$ cat src/rtl/core/bsr_pkg.sv
`default_nettype none
package bsr_pkg;

   localparam int BYTE_W  = 8;
   localparam int INDEX_W = 32;
   localparam int CNT_W   = 7;

   // storage port strobes from the controller
   typedef struct packed {
      logic wr_en;
      logic rd_en;
   } win_ctl_type;

endpackage
`default_nettype wire

$ cat src/rtl/core/bsr_if.sv
`default_nettype none
interface bsr_req_if
   import bsr_pkg::*;
   ();
   logic               valid;
   logic               ready;
   logic [BYTE_W-1:0]  data_byte;
   logic [INDEX_W-1:0] byte_index;
   logic               has_byte;
   logic               segment_end;
   logic               eof_flag;
   logic [CNT_W-1:0]   downstream_held;

   modport source (output valid, data_byte, byte_index, has_byte, segment_end,
                   eof_flag, downstream_held, input ready);
   modport sink   (input valid, data_byte, byte_index, has_byte, segment_end,
                   eof_flag, downstream_held, output ready);
endinterface

interface bsr_rsp_if
   import bsr_pkg::*;
   ();
   logic              valid;
   logic              ready;
   logic [BYTE_W-1:0] out_byte;
   logic              out_valid;
   logic              run_last;
   logic              stream_ended;
   logic [CNT_W-1:0]  pending_bytes;

   modport source (output valid, out_byte, out_valid, run_last, stream_ended,
                   pending_bytes, input ready);
   modport sink   (input valid, out_byte, out_valid, run_last, stream_ended,
                   pending_bytes, output ready);
endinterface
`default_nettype wire

$ cat src/rtl/core/byte_stream_reassembler.sv
// Byte stream reassembler: each req transaction carries one segment byte with its
// 32-bit stream index; bytes inside the free window (CAPACITY minus downstream_held
// positions past the assembled point) are kept in a circular byte memory, stale,
// duplicate and out-of-window bytes are dropped. Every transaction yields one or
// more rsp transactions: one per newly assembled in-order byte, or a single
// status-only transaction, the last one marked by run_last. A transaction that
// assembles bytes runs a one-entry-per-cycle scan of the valid flags followed by
// one memory read per emitted byte. Only one transaction is in flight at a time.
// No clearing pass is needed after reset.
`default_nettype none
module byte_stream_reassembler
   import bsr_pkg::*;
#(
   parameter int CAPACITY = 64
) (
   input  wire logic clock,
   input  wire logic reset,
   bsr_req_if.sink   req_if,
   bsr_rsp_if.source rsp_if
);
   localparam int IDX_W = $clog2(CAPACITY);

   win_ctl_type       win_ctl;
   logic [IDX_W-1:0]  wr_slot, rd_slot, chk_slot;
   logic [BYTE_W-1:0] wr_data, rd_data;
   logic              chk_valid;

   bsr_ctrl #(.CAPACITY(CAPACITY)) u_ctrl (
      .clock     (clock),
      .reset     (reset),
      .req_if    (req_if),
      .rsp_if    (rsp_if),
      .win_ctl   (win_ctl),
      .wr_slot   (wr_slot),
      .wr_data   (wr_data),
      .rd_slot   (rd_slot),
      .chk_slot  (chk_slot),
      .chk_valid (chk_valid),
      .rd_data   (rd_data)
   );

   bsr_window #(.CAPACITY(CAPACITY)) u_window (
      .clock     (clock),
      .reset     (reset),
      .ctl       (win_ctl),
      .wr_slot   (wr_slot),
      .wr_data   (wr_data),
      .rd_slot   (rd_slot),
      .chk_slot  (chk_slot),
      .chk_valid (chk_valid),
      .rd_data   (rd_data)
   );
endmodule
`default_nettype wire

$ cat src/rtl/core/bsr_window.sv
`default_nettype none
module bsr_window
   import bsr_pkg::*;
#(
   parameter int CAPACITY = 64
) (
   input  wire logic                        clock,
   input  wire logic                        reset,
   input  wire win_ctl_type                 ctl,
   input  wire logic [$clog2(CAPACITY)-1:0] wr_slot,
   input  wire logic [BYTE_W-1:0]           wr_data,
   input  wire logic [$clog2(CAPACITY)-1:0] rd_slot,
   input  wire logic [$clog2(CAPACITY)-1:0] chk_slot,
   output logic                             chk_valid,
   output logic [BYTE_W-1:0]                rd_data
);
   logic [BYTE_W-1:0] mem [CAPACITY];
   logic [CAPACITY-1:0] vld_ff;
   logic [BYTE_W-1:0]   rd_data_ff;

   assign chk_valid = vld_ff[chk_slot];
   assign rd_data   = rd_data_ff;

   always_ff @(posedge clock) begin
      if (ctl.wr_en) begin
         mem[wr_slot] <= wr_data;
      end
      if (ctl.rd_en) begin
         rd_data_ff <= mem[rd_slot];
      end
   end

   // a slot is filled on write and freed when it is read out
   always_ff @(posedge clock) begin
      if (reset) begin
         vld_ff <= '0;
      end else begin
         if (ctl.wr_en) vld_ff[wr_slot] <= 1'b1;
         if (ctl.rd_en) vld_ff[rd_slot] <= 1'b0;
      end
   end
endmodule
`default_nettype wire

$ cat src/rtl/core/bsr_ctrl.sv
`default_nettype none
module bsr_ctrl
   import bsr_pkg::*;
#(
   parameter int CAPACITY = 64
) (
   input  wire logic                        clock,
   input  wire logic                        reset,
   bsr_req_if.sink                          req_if,
   bsr_rsp_if.source                        rsp_if,
   output win_ctl_type                      win_ctl,
   output logic [$clog2(CAPACITY)-1:0]      wr_slot,
   output logic [BYTE_W-1:0]                wr_data,
   output logic [$clog2(CAPACITY)-1:0]      rd_slot,
   output logic [$clog2(CAPACITY)-1:0]      chk_slot,
   input  wire logic                        chk_valid,
   input  wire logic [BYTE_W-1:0]           rd_data
);
   localparam int IDX_W = $clog2(CAPACITY);
   localparam logic [CNT_W-1:0] CAP_C = CNT_W'(CAPACITY);
   localparam logic [IDX_W:0]   CAP_S = (IDX_W+1)'(CAPACITY);

   typedef enum logic [1:0] {ST_IDLE, ST_SCAN, ST_DRAIN, ST_STATUS} state_type;

   state_type          state_ff, state_in;
   logic [IDX_W-1:0]   head_ff, head_in;
   logic [IDX_W-1:0]   scan_ff, scan_in;
   logic [INDEX_W-1:0] next_exp_ff, next_exp_in;
   logic [CNT_W-1:0]   pending_ff, pending_in;
   logic [CNT_W-1:0]   cnt_ff, cnt_in;
   logic               eof_pend_ff, eof_pend_in;
   logic               trunc_ff, trunc_in;
   logic               ended_ff, ended_in;
   logic               rsp_vld_ff, rsp_vld_in;
   logic [BYTE_W-1:0]  out_byte_ff, out_byte_in;
   logic               out_valid_ff, out_valid_in;
   logic               run_last_ff, run_last_in;
   logic               stream_ended_ff, stream_ended_in;
   logic [CNT_W-1:0]   pend_out_ff, pend_out_in;

   logic [INDEX_W-1:0] gap;
   logic [CNT_W-1:0]   room;
   logic               in_win, beyond, store, trunc_mid, seg_done, out_free;
   logic [IDX_W:0]     slot_sum;
   logic [IDX_W-1:0]   slot;
   logic [CNT_W-1:0]   pend_left;
   logic               end_now;

   function automatic logic [IDX_W-1:0] slot_inc(input logic [IDX_W-1:0] s);
      slot_inc = (s == IDX_W'(CAPACITY - 1)) ? '0 : s + 1'b1;
   endfunction

   always_comb begin
      gap      = req_if.byte_index - next_exp_ff;
      room     = (req_if.downstream_held >= CAP_C) ? '0 : CAP_C - req_if.downstream_held;
      in_win   = (gap[INDEX_W-1:CNT_W] == '0) && (gap[CNT_W-1:0] < room);
      beyond   = !gap[INDEX_W-1] && !in_win;
      slot_sum = {1'b0, head_ff} + {1'b0, gap[IDX_W-1:0]};
      slot     = (slot_sum >= CAP_S) ? IDX_W'(slot_sum - CAP_S) : slot_sum[IDX_W-1:0];
      chk_slot = (state_ff == ST_IDLE) ? slot : scan_ff;
      store    = !ended_ff && req_if.has_byte && in_win && !chk_valid;
      trunc_mid = trunc_ff | (!ended_ff && req_if.has_byte && beyond);
      seg_done = !req_if.has_byte || req_if.segment_end;
      pend_left = pending_ff - cnt_ff;
      end_now   = ended_ff | (eof_pend_ff && pending_ff == '0);
      out_free  = !rsp_vld_ff || rsp_if.ready;
   end

   assign wr_slot = slot;
   assign wr_data = req_if.data_byte;
   assign rd_slot = head_ff;
   assign req_if.ready = (state_ff == ST_IDLE);

   always_comb begin
      state_in        = state_ff;
      head_in         = head_ff;
      scan_in         = scan_ff;
      next_exp_in     = next_exp_ff;
      pending_in      = pending_ff;
      cnt_in          = cnt_ff;
      eof_pend_in     = eof_pend_ff;
      trunc_in        = trunc_ff;
      ended_in        = ended_ff;
      rsp_vld_in      = rsp_vld_ff && !rsp_if.ready;
      out_byte_in     = out_byte_ff;
      out_valid_in    = out_valid_ff;
      run_last_in     = run_last_ff;
      stream_ended_in = stream_ended_ff;
      pend_out_in     = pend_out_ff;
      win_ctl         = '0;

      unique case (state_ff)
         ST_IDLE: begin
            if (req_if.valid) begin
               win_ctl.wr_en = store;
               if (store) pending_in = pending_ff + 1'b1;
               if (seg_done) begin
                  if (req_if.eof_flag && !trunc_mid) eof_pend_in = 1'b1;
                  trunc_in = 1'b0;
               end else begin
                  trunc_in = trunc_mid;
               end
               // only a byte landing on the head can extend the assembled run
               if (store && gap[IDX_W-1:0] == '0) begin
                  scan_in  = head_ff;
                  cnt_in   = '0;
                  state_in = ST_SCAN;
               end else begin
                  state_in = ST_STATUS;
               end
            end
         end
         ST_SCAN: begin
            if (chk_valid && cnt_ff != CAP_C) begin
               cnt_in  = cnt_ff + 1'b1;
               scan_in = slot_inc(scan_ff);
            end else begin
               pending_in    = pend_left;
               ended_in      = ended_ff | (eof_pend_ff && pend_left == '0);
               win_ctl.rd_en = 1'b1;
               head_in       = slot_inc(head_ff);
               next_exp_in   = next_exp_ff + 1'b1;
               state_in      = ST_DRAIN;
            end
         end
         ST_DRAIN: begin
            if (out_free) begin
               rsp_vld_in      = 1'b1;
               out_byte_in     = rd_data;
               out_valid_in    = 1'b1;
               run_last_in     = (cnt_ff == CNT_W'(1));
               stream_ended_in = ended_ff;
               pend_out_in     = pending_ff;
               cnt_in          = cnt_ff - 1'b1;
               if (cnt_ff == CNT_W'(1)) begin
                  state_in = ST_IDLE;
               end else begin
                  win_ctl.rd_en = 1'b1;
                  head_in       = slot_inc(head_ff);
                  next_exp_in   = next_exp_ff + 1'b1;
               end
            end
         end
         ST_STATUS: begin
            if (out_free) begin
               rsp_vld_in      = 1'b1;
               out_byte_in     = '0;
               out_valid_in    = 1'b0;
               run_last_in     = 1'b1;
               stream_ended_in = end_now;
               pend_out_in     = pending_ff;
               ended_in        = end_now;
               state_in        = ST_IDLE;
            end
         end
         default: state_in = ST_IDLE;
      endcase
   end

   always_ff @(posedge clock) begin
      if (reset) begin
         state_ff    <= ST_IDLE;
         head_ff     <= '0;
         next_exp_ff <= '0;
         pending_ff  <= '0;
         eof_pend_ff <= 1'b0;
         trunc_ff    <= 1'b0;
         ended_ff    <= 1'b0;
         rsp_vld_ff  <= 1'b0;
      end else begin
         state_ff    <= state_in;
         head_ff     <= head_in;
         next_exp_ff <= next_exp_in;
         pending_ff  <= pending_in;
         eof_pend_ff <= eof_pend_in;
         trunc_ff    <= trunc_in;
         ended_ff    <= ended_in;
         rsp_vld_ff  <= rsp_vld_in;
      end
      scan_ff         <= scan_in;
      cnt_ff          <= cnt_in;
      out_byte_ff     <= out_byte_in;
      out_valid_ff    <= out_valid_in;
      run_last_ff     <= run_last_in;
      stream_ended_ff <= stream_ended_in;
      pend_out_ff     <= pend_out_in;
   end

   assign rsp_if.valid         = rsp_vld_ff;
   assign rsp_if.out_byte      = out_byte_ff;
   assign rsp_if.out_valid     = out_valid_ff;
   assign rsp_if.run_last      = run_last_ff;
   assign rsp_if.stream_ended  = stream_ended_ff;
   assign rsp_if.pending_bytes = pend_out_ff;
endmodule
`default_nettype wire

$ cat src/flat_wrapper.sv
// flat-port wrapper written by rule: the top's interface ports become plain ports
module byte_stream_reassembler_flat import bsr_pkg::*;
#(
   parameter int CAPACITY = 64
)
  (clock, reset, req_if_valid, req_if_data_byte, req_if_byte_index, req_if_has_byte, req_if_segment_end, req_if_eof_flag, req_if_downstream_held, req_if_ready, rsp_if_valid, rsp_if_out_byte, rsp_if_out_valid, rsp_if_run_last, rsp_if_stream_ended, rsp_if_pending_bytes, rsp_if_ready);
  bsr_req_if req_if_i ();
  bsr_rsp_if rsp_if_i ();
  input  wire logic clock;
  input  wire logic reset;
  input wire logic [$bits(req_if_i.valid)-1:0] req_if_valid;
  input wire logic [$bits(req_if_i.data_byte)-1:0] req_if_data_byte;
  input wire logic [$bits(req_if_i.byte_index)-1:0] req_if_byte_index;
  input wire logic [$bits(req_if_i.has_byte)-1:0] req_if_has_byte;
  input wire logic [$bits(req_if_i.segment_end)-1:0] req_if_segment_end;
  input wire logic [$bits(req_if_i.eof_flag)-1:0] req_if_eof_flag;
  input wire logic [$bits(req_if_i.downstream_held)-1:0] req_if_downstream_held;
  output wire logic [$bits(req_if_i.ready)-1:0] req_if_ready;
  output wire logic [$bits(rsp_if_i.valid)-1:0] rsp_if_valid;
  output wire logic [$bits(rsp_if_i.out_byte)-1:0] rsp_if_out_byte;
  output wire logic [$bits(rsp_if_i.out_valid)-1:0] rsp_if_out_valid;
  output wire logic [$bits(rsp_if_i.run_last)-1:0] rsp_if_run_last;
  output wire logic [$bits(rsp_if_i.stream_ended)-1:0] rsp_if_stream_ended;
  output wire logic [$bits(rsp_if_i.pending_bytes)-1:0] rsp_if_pending_bytes;
  input wire logic [$bits(rsp_if_i.ready)-1:0] rsp_if_ready;
  assign req_if_i.valid = req_if_valid;
  assign req_if_i.data_byte = req_if_data_byte;
  assign req_if_i.byte_index = req_if_byte_index;
  assign req_if_i.has_byte = req_if_has_byte;
  assign req_if_i.segment_end = req_if_segment_end;
  assign req_if_i.eof_flag = req_if_eof_flag;
  assign req_if_i.downstream_held = req_if_downstream_held;
  assign req_if_ready = req_if_i.ready;
  assign rsp_if_valid = rsp_if_i.valid;
  assign rsp_if_out_byte = rsp_if_i.out_byte;
  assign rsp_if_out_valid = rsp_if_i.out_valid;
  assign rsp_if_run_last = rsp_if_i.run_last;
  assign rsp_if_stream_ended = rsp_if_i.stream_ended;
  assign rsp_if_pending_bytes = rsp_if_i.pending_bytes;
  assign rsp_if_i.ready = rsp_if_ready;
  byte_stream_reassembler #(.CAPACITY(CAPACITY)) u_core (.clock(clock), .reset(reset), .req_if(req_if_i), .rsp_if(rsp_if_i));
endmodule
$ cat config.mk
export PLATFORM = sky130hd
export DESIGN_NAME = byte_stream_reassembler_flat
export DESIGN_NICKNAME = d
export VERILOG_FILES = /design/src/rtl/core/bsr_pkg.sv /design/src/rtl/core/bsr_if.sv /design/src/rtl/core/byte_stream_reassembler.sv /design/src/rtl/core/bsr_window.sv /design/src/rtl/core/bsr_ctrl.sv /design/src/flat_wrapper.sv
export SDC_FILE = /design/constraint.sdc
export NUM_CORES = 1
export LEC_CHECK = 0
export ABC_AREA = 1
export BUFFER_PORTS_ARGS = -buffer_cell sky130_fd_sc_hd__buf_4
export CORE_ASPECT_RATIO = 1.25
export CORE_MARGIN = 5
export CORE_UTILIZATION = 29
export CTS_BUF_LIST = sky130_fd_sc_hd__clkbuf_8
export DETAILED_ROUTE_END_ITERATION = 8
export GPL_TIMING_DRIVEN = 0
export PLACE_DENSITY_LB_ADDON = 0.1
export SLEW_MARGIN = 10
export SYNTH_ARGS = -nofsm -noshare
export SYNTH_HDL_FRONTEND = slang
export SYNTH_SLANG_ARGS = --single-unit
export TNS_END_PERCENT = 10
$ cat constraint.sdc
create_clock -name clock -period 11.64 [get_ports clock]
set_input_delay 1.164 -clock clock [delete_from_list [all_inputs] [get_ports clock]]
set_output_delay 1.164 -clock clock [all_outputs]
set_load 0.005 [all_outputs]
# Word level (Yosys, flattened, before mapping)
# Memory sizes are Yosys's and may differ from the RTL's. A register that Yosys moved wholly into a read port is not among the register bits.
# Index checks and enable logic that the tools add are counted.
dict set report totals {
  wordCells 169
  out_inout_bits 20
  ramBits 512
  n_memories 1
  inputBits 54
  ff_bits 146
}
# memory depth width read_ports rd_ports_with_merged_regs wr line
set memory_table {}
lappend memory_table {u_core.u_window.mem 64 8 1 1 1 bsr_window.sv:17} ;# logic [BYTE_W-1:0] mem [CAPACITY];
dict set report classes {
  n_lt_le_gt_ge 8
  n_addsub 11
  muxes 66
  bitwise_logic 6
  reduce_logical 45
  eq_ne 16
}
# cell count
set op_table {}
lappend op_table {{$mux W64} 3}
lappend op_table {{$mux W32} 3}
lappend op_table {{$and A64 B64 Y64} 1}
lappend op_table {{$not A64 Y64} 1}
lappend op_table {{$or A64 B64 Y64} 1}
lappend op_table {{$pmux W32 S2} 1}
lappend op_table {{$mux W6} 10}
lappend op_table {{$mux W7} 8}
lappend op_table {{$add A32 B1 Y32 const B} 1}
lappend op_table {{$sub A32 B32 Y32} 1}
lappend op_table {{$logic_not A25 Y1} 1}
lappend op_table {{$pmux W6 S2} 2}
lappend op_table {{$lt A6 B7 Y1 const B} 3}
lappend op_table {{$pmux W7 S3} 1}
lappend op_table {{$mux W1} 19}
lappend op_table {{$mux W8} 2}
lappend op_table {{$pmux W8 S2} 1}
lappend op_table {{$reduce_and A4 Y1} 4}
lappend op_table {{$add A7 B1 Y7 const B} 2}
lappend op_table {{$ge A7 B7 Y1 const B} 2}
lappend op_table {{$logic_and A1 B1 Y1} 14}
lappend op_table {{$logic_not A7 Y1} 2}
lappend op_table {{$ne A2 B2 Y1 const B} 7}
lappend op_table {{$pmux W7 S2} 1}
lappend op_table {{30 further kinds} 61}

# Longest topological paths before layout
dict set report depth {
  depth_word 15
  mapped_depth 27
  ltp_nobuf 25
}

# Modules after synthesis
# From an unflattened synthesis, not the netlist that was laid out.
dict set report hier_totals {
  cells_unflattened 3778
  area_unflattened_um2 32915.3
}
# mod cells_each seq_area_each_um2 area_each_um2 n_inst
set modules_own_cells {}
lappend modules_own_cells {bsr_window 2497 16896.2 24871.4 1}
lappend modules_own_cells {bsr_ctrl 1281 1951.9 8044.0 1}

# Least setup slack after synthesis
# No wires, ideal clock.
dict set report synth_timing {
  path_type {in2reg}
  startpoint {in req_if_byte_index[0]}
  endpoint {reg u_core.u_ctrl.cnt_ff[0] (enable)}
  setup_slack_ps 6874
  n_path_buf 1
  t_arrival_ps 4385
  t_required_ps 11260
  cell_stages 21
  setup_ps 380
  cell_sequence {inv_1 -> ha_1 -> fa_1 -> fa_1 -> nand2_1 -> o21ai_2 -> inv_4 -> buf_6 -> nand3_1 -> nand2_1 -> nand2_1 -> nand3_1 -> nand3_1 -> nand2_1 -> nand2_1 -> nand2_4 -> nor2_8 -> nand3_1 -> nand2_1 -> nand2_1 -> nor3_1}
}
dict set report synth_between {
  elab_chain_len 12
  word_cells_on_any_way 20
  classes_between {add/sub (3); order compare (2); eq/ne (2); mux (4); reduce/logical (9)}
}
# element line
set synth_lines {}
lappend synth_lines {{from (decl)} flat_wrapper.sv:13} ;# input wire logic [$bits(req_if_i.byte_index)-1:0] req_if_byte_index;
lappend synth_lines {{$sub A32 B32 Y32 *} bsr_ctrl.sv:54} ;# gap = req_if.byte_index - next_exp_ff;
lappend synth_lines {{$add A6 B6 Y7} bsr_ctrl.sv:58} ;# slot_sum = {1'b0, head_ff} + {1'b0, gap[IDX_W-1:0]};
lappend synth_lines {{$sub A6 B1 Y6 or $ge A7 B7 Y1 (tied branches)} bsr_ctrl.sv:59} ;# slot = (slot_sum >= CAP_S) ? IDX_W'(slot_sum - CAP_S) : slot_sum[IDX_W-1:0];
lappend synth_lines {{$mux W6} bsr_ctrl.sv:59}
lappend synth_lines {{$mux W6} bsr_ctrl.sv:60} ;# chk_slot = (state_ff == ST_IDLE) ? slot : scan_ff;
lappend synth_lines {{$bmux W1 S6} bsr_window.sv:21} ;# assign chk_valid = vld_ff[chk_slot];
lappend synth_lines {{$mux W1 (not written as such)} bsr_window.sv:21}
lappend synth_lines {{$logic_not A1 Y1} bsr_ctrl.sv:61} ;# store = !ended_ff && req_if.has_byte && in_win && !chk_valid;
lappend synth_lines {{$logic_and A1 B1 Y1} bsr_ctrl.sv:61}
lappend synth_lines {{$logic_and A1 B1 Y1} bsr_ctrl.sv:104} ;# if (store && gap[IDX_W-1:0] == '0) begin
lappend synth_lines {{$ne A2 B1 Y1 (no source line)} --}
lappend synth_lines {{$reduce_and A5 Y1 (no source line) *} --}
lappend synth_lines {{to (signal assigned)} bsr_ctrl.sv:181} ;# cnt_ff <= cnt_in;
lappend synth_lines {{to (decl)} bsr_ctrl.sv:30} ;# logic [CNT_W-1:0] cnt_ff, cnt_in;
# Mark *: on every way between the ends. The rest lies on a longest branch, timed or not. The select of a mux whose other input is x is not followed.
# A chain may end at the register's enable or synchronous reset.

# Final worst setup path
dict set report layout_timing {
  startpoint {in req_if_byte_index[0]}
  endpoint {mem u_core.u_window.mem[37][6] (enable)}
}
dict set report layout_between {
  elab_chain_len 13
  word_cells_on_any_way 18
  classes_between {add/sub (3); order compare (2); mux (8); reduce/logical (5)}
}
# element line
set layout_lines {}
lappend layout_lines {{$sub A32 B32 Y32 *} bsr_ctrl.sv:54}
lappend layout_lines {{$add A6 B6 Y7} bsr_ctrl.sv:58}
lappend layout_lines {{$sub A6 B1 Y6 or $ge A7 B7 Y1 (tied branches)} bsr_ctrl.sv:59}
lappend layout_lines {{$mux W6} bsr_ctrl.sv:59}
lappend layout_lines {{$mux W6} bsr_ctrl.sv:60}
lappend layout_lines {{$bmux W1 S6} bsr_window.sv:21}
lappend layout_lines {{$mux W1 (not written as such)} bsr_window.sv:21}
lappend layout_lines {{$logic_not A1 Y1} bsr_ctrl.sv:61}
lappend layout_lines {{$logic_and A1 B1 Y1} bsr_ctrl.sv:61}
lappend layout_lines {{$mux W1} bsr_ctrl.sv:94} ;# if (req_if.valid) begin
lappend layout_lines {{$mux W1} bsr_ctrl.sv:92} ;# unique case (state_ff)
lappend layout_lines {{$mux W1} bsr_window.sv:25} ;# if (ctl.wr_en) begin
lappend layout_lines {{$mux W1 (not written as such)} bsr_window.sv:26} ;# mem[wr_slot] <= wr_data;
lappend layout_lines {{to (decl)} bsr_window.sv:17}
# Marks and branches as above.

==> flow_summary.toml <==
[outcome]
status = "complete, no violations"

[sta]
setup_violations = 0
worst_clock_skew_ns = 0.0721
fin_crit_sh_pct = 55.8
final_max_slew_viol_count = 0
max_clock_freq_mhz = 154
report.final.hold_viol_count = 0
min_period_ns = 6.50
tightest_slew_ns = 1.38
setup_repair_after_global_routing_missed_its_margin = "no"
final.setup.tns_ns = 0
max-slew-margin-rel_pct = 7.51

[critical_path]
crit_chain = "buf_4 > inv_1 > ha_1 > fa_1 > inv_1 > nand4_1 > nand2_1 > xor2_1 > ha_1 > a21oi_1 > a21boi_0 > o211ai_1 > nand3b_1 > nor3_1 > nand3_1 > nor3_2 > nand4_1 > nor2_1"
r2r_cells = 17
regToRegEndpoint = "u_core.u_window.mem[37][6]"
startpoint_type = "input port"
cp_data_required_time_ns = 11.97
r2r_slack_ns = 5.26
worst_setup_path_end_kind = "flop"
worst-path-max-fanout = 8
critical_path.max_stage_delay_ns = 1.09
cp_data_arrival_time_ns = 6.83
timing.rr.start = "u_core.u_ctrl.next_exp_ff[5]"
setup.worst_path.class = "in2reg"
highest_delay_cell_along_the_critical_path = "nor2_1"

[grt]
antenna_found_initial = 1
grt_overflow_total = 0
track_usage_pct = 20.8
largest_net_degree_at_the_start_of_global_routing = 65
first_global_vias = 24205
wire_length_of_the_first_global_routing_pass_mm = 174

[synth]
net_count_after_synthesis = 3249
yosys.cell_count.top_type = "nand2_1"
synthTopCellsByCount = "780 x nand2_1, 551 x edfxtp_1, 303 x inv_1"
syn-mean-instance-area_um2 = 9.99
synth_largest_type_area_fraction_pct = 52.9
ys_warn_count = 0
synth-async-reset-ratio_pct = 0
syn_inst_count = 3130
netlist-cell-type-count = 48
ys_seq_area_share_pct = 60.3
post_synth_main_area_contributors = "edfxtp_1 53%, nand2_1 9.4%, dfxtp_1 7.4%, nand4_1 4.3%, inv_1 3.6%"
ys_ff_latch = 666
synth-edff-count = 551
synthFlopType = "edfxtp_1"
yosysTopAreaCell = "edfxtp_1"
synthesis.area_um2 = 31300

[min_path]
min_from = "u_core.u_window.vld_ff[40]"
hold_end = "u_core.u_window.vld_ff[40]"
min_path_cells = 2
tightest_hold_check_type = "reg2reg"

[placement]
postPlaceCellArea_um2 = 33800
finalWeightedCongestion = 0.880
hpwlAfterDp_mm = 86.9
io_buffer_count = 72

[cts]
htreeDepth = 3
post-cts-setup-buffers = 0
clk-insertion-delay-late_ns = 0.78
tritoncts_clock_tree = "done"
cts-root-to-sink-buffers = 3
clock_tree.root_cell = "clkbuf_8"
clock_sink_total = 666
cts_resized = 0
cts_made_buffers = 113
holdBufCountCts = 0
clock_transition_time_at_the_flip_flop_clock_pins_of_the_worst_setup_and_hold_paths_ns = 0.06

[floorplanning]
design.die.area_um2 = 115000
die_w_um = 304
die-height_um = 377
core_box_area_um2 = 107000
placement_rows = 134
starting_density_of_the_core_pct = 29.2
floorplan.io_pins = 74

[job]
cap_violations = 0

[power]
static-leakage-power_nw = 12.9
irDropWorstVdd_v = 0.0000826
p_per_area_nw_per_um2 = 199

[cells_and_area]
post-route-cell-area_um2 = 35800
drive_above_1_share_pct = 8.95
area_growth_from_synthesis_to_layout_pct = 14.6
number_of_nets_in_the_layout = 3444
fillCellCount = 11121

[routing]
drt_initial_violations = 1783
post-route-drc-count = 0
wl_per_cell_um = 25.4
wl_mm = 123
drt_pass1_iterations = 6
drtAntennaViolNets = 0
route.vias.total = 24594
post_drt_via_cell_ratio = 5.07
## metrics by stage
step / cells / setup slack, ns / total power, mW / util [%] / hold WS, ns
floorplan: 3130 / 6.87 / 4.07 / - / 0.431
global placement: 4630 / 4.30 / 5.16 / 31.4 / 0.440
detailed placement: 4638 / 4.44 / 5.19 / 31.6 / 0.444
CTS: 4847 / 5.21 / 7.19 / 33.5 / 0.453
global route: 4848 / 5.03 / 7.47 / 33.5 / 0.464
finish: 4848 / 5.14 / 7.13 / 33.5 / 0.452
## worst max-delay path by stage
stage                         start                          to  slack [ns]  depth (start not counted)
2_1_floorplan  req_if_byte_index[0]     u_core.u_ctrl.cnt_ff[0]        6.87                         21
3_3_place_gp   req_if_byte_index[0]  u_core.u_window.mem[37][7]        4.30                         18
3_5_place_dp   req_if_byte_index[0]  u_core.u_window.mem[37][7]        4.44                         18
4_1_cts        req_if_byte_index[0]  u_core.u_window.mem[37][6]        5.21                         18
5_1_grt        req_if_byte_index[0]  u_core.u_window.mem[37][6]        5.03                         18
6_report       req_if_byte_index[0]  u_core.u_window.mem[37][6]        5.14                         18
## placed cells by master (no fill, tap or decap), types with 4 or more instances in the layout
cell type and instances:
nor4_1 10, buf_6 12, or2_2 8, clkinv_1 34
a221oi_1 52, buf_2 20, o22ai_1 6, edfxtp_1 551
a21oi_1 181, nand3_1 147, buf_8 4, nor3_1 33
nand4_1 217, nor2_1 220, xnor2_1 5, o21ai_0 45
nand3b_1 10, ha_1 62, a22o_1 56, inv_1 344
nand2_1 780, xor2_1 45, buf_1 15, clkbuf_1 78
inv_2 6, o21bai_1 6, clkbuf_8 117, nor2_2 7
a22oi_1 86, dfxtp_1 115, buf_4 86, clkinv_2 13
nor3_2 9
## flip-flops by register name, summed over array words and instances, names as in the netlist, 2 cells and up
name and count:
u_core.u_ctrl.cnt_ff 7, u_core.u_ctrl.next_exp_ff 32, u_core.u_ctrl.pending_ff 7, u_core.u_ctrl.rd_slot 6
u_core.u_ctrl.rsp_if.out_byte 8, u_core.u_ctrl.rsp_if.pending_bytes 7, u_core.u_ctrl.scan_ff 6, u_core.u_ctrl.state_ff 2
u_core.u_window.mem 512, u_core.u_window.rd_data 8, u_core.u_window.vld_ff 64
## layout make-up
type / count / area, um^2 / share of cell area (%)
inverters: 316 / 1190 / 3.32
clock inverters: 92 / 465 / 1.30
plain buffers: 137 / 662 / 1.85
well taps: 1428 / 1790 / 4.99
multi-input cells: 2011 / 10600 / 29.7
flip-flops and latches: 666 / 18800 / 52.6
repair buffers: 80 / 638 / 1.78
diodes: 1 / 2.50 / 0.00698
clock buffers: 117 / 1610 / 4.49
## cell families after synthesis
logic type               count (synthesis)  share of synthesized area [%]
XOR/XNOR                                50                           1.40
adder cells (fa/ha/maj)                 65                           2.67
buffers and inverters                  453                           5.92
AO/OA/AOI/OAI                          441                           9.22
flip-flops                             666                           60.3
AND/OR/NAND/NOR                       1455                           20.5
## where the power goes
group | total [mW] | leakage, nW | internal (mW) | switching (mW)
Sequential | 2.74 | 5.89 | 2.68 | 0.0571
Combinational | 2.40 | 5.80 | 0.619 | 1.78
Clock | 1.99 | 1.21 | 0.979 | 1.01
## worst max-delay path, delay by kind of cell
family / cells / cell delay [ns]
XOR/XNOR: 1 / 0.18
AND/OR/NAND/NOR: 8 / 3.74
buffers and inverters: 3 / 0.24
adder cells (fa/ha/maj): 3 / 0.92
AO/OA/AOI/OAI: 3 / 0.57
## per-layer routing
metal  global-route usage [%]  wire (um)  vias up
met5                        0          0        -
met4                     7.04       4220        0
met3                     3.10       5800      205
met2                     37.0      61300      721
met1                     25.8      52000    12172
li1                         -          -    11496
No activity file was read; power rests on OpenSTA's default activity.
